$ cat config.mk
export PLATFORM = sky130hd
export DESIGN_NAME = fdsr_dsmul
export DESIGN_NICKNAME = d
export VERILOG_FILES = /design/src/hw/rtl/fractional_delay_string_resonator_assert.svh /design/src/hw/rtl/fdsr_pkg.sv /design/src/hw/rtl/fdsr_dsmul.sv
export SDC_FILE = /design/constraint.sdc
export NUM_CORES = 1
export LEC_CHECK = 0
export ABC_AREA = 1
export BUFFER_PORTS_ARGS = -buffer_cell sky130_fd_sc_hd__buf_2
export CORE_ASPECT_RATIO = 1.1
export CORE_MARGIN = 2
export CORE_UTILIZATION = 64
export CTS_CLUSTER_SIZE = 16
export DETAILED_ROUTE_END_ITERATION = 6
export GPL_ROUTABILITY_DRIVEN = 0
export GPL_TIMING_DRIVEN = 0
export PLACE_DENSITY = 0.9
export SYNTH_ARGS = -nofsm -noshare
export SYNTH_HDL_FRONTEND = slang
export SYNTH_SLANG_ARGS = --single-unit
$ cat constraint.sdc
create_clock -name clk -period 6.95 [get_ports clk]
set_clock_uncertainty 0.1 [all_clocks]
set_input_delay 0.3475 -clock clk [delete_from_list [all_inputs] [get_ports clk]]
set_output_delay 0.3475 -clock clk [all_outputs]
set_load 0.1 [all_outputs]
$ cat src/hw/rtl/fractional_delay_string_resonator_assert.svh
// ----------------------------------------------------------------------------
// Assertion macros for the string resonator
// Clocked on clk, disabled while rst_n is low.
// ----------------------------------------------------------------------------
`ifndef FRACTIONAL_DELAY_STRING_RESONATOR_ASSERT_SVH
`define FRACTIONAL_DELAY_STRING_RESONATOR_ASSERT_SVH

// consequent checked in the same cycle as the antecedent
`define FDSR_ASSERT_SAME(lbl, ante, cons, msg) \
  lbl: assert property (@(posedge clk) disable iff (!rst_n) (ante) |-> (cons)) \
    else $error(msg);

// consequent checked in the cycle after the antecedent
`define FDSR_ASSERT_NEXT(lbl, ante, cons, msg) \
  lbl: assert property (@(posedge clk) disable iff (!rst_n) (ante) |=> (cons)) \
    else $error(msg);

`endif

$ cat src/hw/rtl/fdsr_pkg.sv
`timescale 1ns / 1ps
// ----------------------------------------------------------------------------
// fdsr_pkg
// Shared constants, types and helpers of the string resonator.
// ----------------------------------------------------------------------------
package fdsr_pkg;

  localparam int RING_DEPTH = 1024;
  localparam int RING_AW    = $clog2(RING_DEPTH);
  localparam int LEN_W      = RING_AW + 1;
  localparam int FRAC_BITS  = 16;
  localparam int SAMPLE_W   = 16;
  localparam int GAIN_W     = 16;
  localparam int DELAY_W    = 26;
  localparam int IN_W       = SAMPLE_W + GAIN_W;
  localparam int CFG_IDX_W  = 2;
  localparam int CFG_DATA_W = DELAY_W;

  // shared multiplier: signed X by unsigned Y, Y taken 4 bits per cycle
  localparam int X_W       = 34;
  localparam int Y_W       = GAIN_W;
  localparam int PROD_W    = X_W + Y_W;
  localparam int MUL_DIGIT = 4;
  localparam int MUL_STEPS = Y_W / MUL_DIGIT;
  localparam int MUL_CNT_W = $clog2(MUL_STEPS);
  localparam int S_W       = PROD_W - 15 - FRAC_BITS;

  localparam logic [GAIN_W-1:0]  ONE_Q15     = GAIN_W'(32768);
  localparam logic [GAIN_W-1:0]  DAMP_RESET  = GAIN_W'(16384);
  localparam logic [GAIN_W-1:0]  AMP_RESET   = ONE_Q15;
  localparam logic [DELAY_W-1:0] DELAY_RESET = DELAY_W'(6553600);
  localparam logic [DELAY_W-1:0] DELAY_MIN   = DELAY_W'(1) << FRAC_BITS;
  localparam logic [DELAY_W-1:0] DELAY_MAX   = DELAY_W'(RING_DEPTH - 1) << FRAC_BITS;
  localparam logic [DELAY_W-1:0] FRAC_MASK   = DELAY_W'((1 << FRAC_BITS) - 1);
  localparam logic [LEN_W-1:0]   LEN_RESET   =
    LEN_W'((DELAY_RESET + FRAC_MASK) >> FRAC_BITS) + LEN_W'(1);

  localparam logic signed [PROD_W-1:0] SAT_HI = PROD_W'(32767);
  localparam logic signed [PROD_W-1:0] SAT_LO = ~SAT_HI;

  localparam logic [CFG_IDX_W-1:0] REG_DELAY = CFG_IDX_W'(0);
  localparam logic [CFG_IDX_W-1:0] REG_DAMP  = CFG_IDX_W'(1);
  localparam logic [CFG_IDX_W-1:0] REG_AMP   = CFG_IDX_W'(2);

  typedef enum logic [2:0] {
    ST_IDLE,
    ST_RD0,
    ST_RD1,
    ST_RD2,
    ST_RD3,
    ST_MUL_GO,
    ST_MUL_WAIT,
    ST_OUT
  } state_t;

  typedef enum logic [2:0] {
    STEP_TAP_A,
    STEP_TAP_B,
    STEP_MIX_A,
    STEP_MIX_B,
    STEP_EXC,
    STEP_ENV
  } step_t;

  typedef struct packed {
    logic               wr;
    logic               trim;
    logic [RING_AW-1:0] waddr;
    logic [RING_AW-1:0] raddr;
    logic [LEN_W-1:0]   trim_len;
  } ring_cmd_t;

  function automatic logic [GAIN_W-1:0] clamp_gain(input logic [GAIN_W-1:0] v);
    return (v > ONE_Q15) ? ONE_Q15 : v;
  endfunction

  function automatic logic [RING_AW-1:0] wrap_inc(input logic [RING_AW-1:0] idx,
                                                  input logic [LEN_W-1:0]   len);
    logic [LEN_W-1:0] nxt;
    nxt = LEN_W'(idx) + LEN_W'(1);
    return (nxt >= len) ? '0 : nxt[RING_AW-1:0];
  endfunction

endpackage

$ cat src/hw/rtl/fdsr_dsmul.sv
`timescale 1ns / 1ps
// ----------------------------------------------------------------------------
// fdsr_dsmul
// Digit-serial multiplier: signed X times unsigned Y, Y shifted in
// MSB first one 4-bit digit per cycle. Done pulses after the last digit.
// ----------------------------------------------------------------------------
module fdsr_dsmul
  import fdsr_pkg::*;
(
  input  logic                     clk,
  input  logic                     rst_n,
  input  logic                     start,
  input  logic signed [X_W-1:0]    x,
  input  logic        [Y_W-1:0]    y,
  output logic                     busy,
  output logic                     done,
  output logic signed [PROD_W-1:0] p
);

  logic signed [X_W-1:0]         x_r;
  logic        [Y_W-1:0]         y_sh_r;
  logic signed [PROD_W-1:0]      acc_r;
  logic        [MUL_CNT_W-1:0]   cnt_r;
  logic                          busy_r;
  logic                          done_r;
  logic        [MUL_DIGIT-1:0]   digit;
  logic signed [X_W+MUL_DIGIT:0] part;

  assign digit = y_sh_r[Y_W-1 -: MUL_DIGIT];
  assign part  = x_r * $signed({1'b0, digit});

  always_ff @(posedge clk) begin
    if (!rst_n) begin
      busy_r <= 1'b0;
      done_r <= 1'b0;
      cnt_r  <= '0;
    end else if (start) begin
      busy_r <= 1'b1;
      done_r <= 1'b0;
      cnt_r  <= '0;
    end else if (busy_r) begin
      cnt_r <= cnt_r + MUL_CNT_W'(1);
      if (cnt_r == MUL_CNT_W'(MUL_STEPS - 1)) begin
        busy_r <= 1'b0;
        done_r <= 1'b1;
      end
    end else begin
      done_r <= 1'b0;
    end
  end

  always_ff @(posedge clk) begin
    if (start) begin
      x_r    <= x;
      y_sh_r <= y;
      acc_r  <= '0;
    end else if (busy_r) begin
      acc_r  <= (acc_r <<< MUL_DIGIT) + PROD_W'(part);
      y_sh_r <= y_sh_r << MUL_DIGIT;
    end
  end

  assign busy = busy_r;
  assign done = done_r;
  assign p    = acc_r;

endmodule

==> metrics.md <==
| Metric | Value |
|---|---|
| Ys flop type | `dfxtp_1` |
| RSZ-0062 raised after global routing | `false` |
| Post-synth top area share | `19.9%` |
| Final nets | `2222` |
| CTS max path bufs | `2` |
| Die height | `151 um` |
| Worst Path Required | `7.13 ns` |
| Area Overhead vs Synth | `9.06%` |
| Power per cell area | `474 nW/um^2` |
| Die Wd | `138 um` |
| FF-to-FF Start | `y_sh_r[12]` |
| Most frequent cell after synthesis | `nand2_1` |
| DRT Pass-1 Iters | `7` |
| YS warnings | `0` |
| # hold bufs at CTS | `0` |
| Antenna cell count | `0` |
| Clock latency on the worst-skew pair | `0.38 ns` |
| Worst-path maximum fanout | `13` |
| Clock slew at reported path FFs | `0.08 ns` |
| Syn Area/Cell | `6.87 um^2` |
| Final setup viols | `0` |
| 1st-iter DRT viols | `1064` |
| Number of fill cells in the layout | `1520` |
| DP HPWL | `27000 um` |
| Syn_nets | `2107` |
| GRT Util Overall | `33.8%` |
| CP Class | `reg2reg` |
| H-tree level count | `3` |
| R2R Setup Slk | `1.41 ns` |
| Vias | `11530` |
| Commonest cells in the netlist | `nand2_1 (556), inv_1 (545), fa_1 (125)` |
| Mapped Cells | `1828` |
| Worst r2r dst | `p[45]` |
| Vias in the first global route | `11525` |
| Ratio of cells with drive above 1 in the final layout | `8.78%` |
| Fmax | `0.181 GHz` |
| Clock root buffer | `clkbuf_16` |
| CTS tree | `built` |
| Initial Util | `65.5%` |
| Worst min path class | `in2reg` |
| Post-synth EDFFs | `50` |
| Yosys reg bits | `104` |
| Gates resized, CTS repair | `0` |
| CTS sink cnt | `104` |
| Residual DRC count | `2` |
| Port Buffers | `104` |
| Post-CTS setup buffers | `0` |
| Leakage Power | `8.30 nW` |
| Core footprint | `19200 um^2` |
| Ys async rst share | `0%` |
| Hold-critical path depth | `1` |
| Status | `finished, violations left` |
| Pin slew with the least headroom to its limit | `0.884 ns` |
| Relative slew slack | `41.0%` |
| Num CTS Buffers | `9` |
| Min Clock Period, post-route | `5.54 ns` |
| Initial antenna violation count | `0` |
| Final WS setup | `1.41 ns` |
| Vias per inst | `5.25` |
| # rows | `53` |
| Die area | `20700 um^2` |
| Hold Crit Start | `x[26]` |
| WL/cell | `15.2 um` |
| Critical Path AT | `5.72 ns` |
| Hold-critical path endpoint | `x_r[26]` |
| Post-synthesis sequential area ratio | `20.6%` |
| Synth cell types | `36` |
| Drt total wl | `33400 um` |
| Max-cap viol count | `0` |
| VDD IR max | `0.305 mV` |
| Reg2Reg Depth | `18` |
| First-pass GRT wire length | `54100 um` |
| Global route overflow | `0` |
| Hold Vio Cnt, Final | `0` |
| Fin crit share | `79.6%` |
| TNS Setup | `0 ns` |
| Yosys top cell by area | `fa_1` |
| Number of max-slew violations in the final report | `0` |
| Cell Area, Synth | `12600 um^2` |
| Largest net degree at the start of global routing | `36` |
| Worst slack at placement | `1.51 ns` |
| Critical path launch point type | `flop` |
| I/O pin count | `105` |
| Largest cells by area after synthesis | `fa_1 (20%), nand2_1 (17%), inv_1 (16%), edfxtp_1 (12%), ha_1 (10%)` |
| CP Capture Type | `flop` |
| Post-route ant nets | `0` |
| Failing checks | `DRC` |
final cells by class:
class	count	area, um^2	share of cell area (%)
multi-input combinational	1139	7770	56.8
sequential	104	2580	18.9
inverter	552	2070	15.1
timing repair buffer	104	520	3.80
tap	247	309	2.26
clock buffer	9	225	1.65
buffer	33	128	0.932
clock inverter	7	81.3	0.594
worst max-delay path, cell delays in order, from the launching register on:
cell and delay [ns]:
edfxtp_1 0.32, clkbuf_1 0.52, nand2_1 0.39, inv_1 0.70, fa_1 0.58, fa_1 0.56
inv_1 0.05, fa_1 0.47, inv_1 0.04, ha_1 0.42, nand2_1 0.15, nor2_1 0.22
nand2_1 0.15, nor3_2 0.16, nand3_1 0.14, nand4_1 0.12, nand3_1 0.17, nand2_1 0.12
inv_1 0.04
layout by cell type (no fill, tap or decap), types with 2 or more instances in the layout:
| cell | netlist | final |
|---|---|---|
| a21oi_1 | 48 | 48 |
| and2_1 | 2 | 2 |
| buf_2 | 2 | 106 |
| clkbuf_1 | 29 | 29 |
| clkbuf_16 | 0 | 9 |
| clkinv_8 | 0 | 2 |
| dfxtp_1 | 54 | 54 |
| edfxtp_1 | 50 | 50 |
| fa_1 | 125 | 125 |
| ha_1 | 101 | 101 |
| inv_1 | 545 | 545 |
| inv_2 | 6 | 6 |
| inv_6 | 0 | 2 |
| inv_8 | 0 | 2 |
| nand2_1 | 556 | 556 |
| nand2_2 | 11 | 11 |
| nand3_1 | 62 | 62 |
| nand3_2 | 9 | 9 |
| nand4_1 | 11 | 11 |
| nor2_1 | 116 | 116 |
| nor2_2 | 8 | 8 |
| nor2_4 | 6 | 6 |
| nor3_1 | 5 | 5 |
| nor3_2 | 2 | 2 |
| nor4_1 | 3 | 3 |
| o21ai_0 | 25 | 25 |
| o21bai_1 | 5 | 5 |
| o22ai_1 | 9 | 9 |
| or2_2 | 4 | 4 |
| xnor2_1 | 15 | 15 |
| xor2_1 | 9 | 9 |
per-stage QoR:
step | power (mW) | util, % | hold WS, ns | std cells | area, um^2
after floorplan | 4.63 | - | 0.346 | 1828 | 12600
after global placement | 5.65 | 69.8 | 0.374 | 2179 | 13400
after detailed placement | 5.79 | 69.8 | 0.395 | 2179 | 13400
after CTS | 6.38 | 71.4 | 0.0294 | 2195 | 13700
after global routing | 7.02 | 71.4 | 0.0368 | 2195 | 13700
final | 6.48 | 71.4 | 0.0357 | 2195 | 13700
power breakdown:
part	switching (mW)	internal [mW]	leakage (nW)
registers	0.0830	0.756	0.944
clock network	0.282	0.258	0.150
logic	3.57	1.53	7.21
total	3.94	2.54	8.30
routing by layer:
| metal | GRT usage, % | part of all wire, % | vias up |
|---|---|---|---|
| met5 | 0 | 0 | - |
| met4 | 23.2 | 7.2 | 0 |
| met3 | 6.53 | 8.3 | 147 |
| met2 | 57.5 | 47 | 545 |
| met1 | 38.2 | 37 | 5300 |
| li1 | - | - | 5538 |
logic make-up after synthesis:
logic type      after synthesis  synth area share [%]
compound gates               91                  3.89
simple gates                798                  26.3
fa+ha+maj                   226                  30.0
xor+xnor                     24                  1.67
buf+inv                     585                  17.5
flops                       104                  20.6
sequential cells by signal, summed over array words and instances (netlist names):
register and count:
p 50, x_r 34, y_sh_r 16, cnt_r 2
busy 1, done 1
worst max path at each step:
stage / start / depth (start not counted) / end
after floorplan: p[15] / 18 / p[41]
after global placement: y_sh_r[12] / 18 / p[45]
after global routing: y_sh_r[12] / 18 / p[45]
final: y_sh_r[12] / 18 / p[45]
after CTS: y_sh_r[12] / 18 / p[45]
after detailed placement: y_sh_r[12] / 18 / p[45]
(Power assumes the default switching activity.)
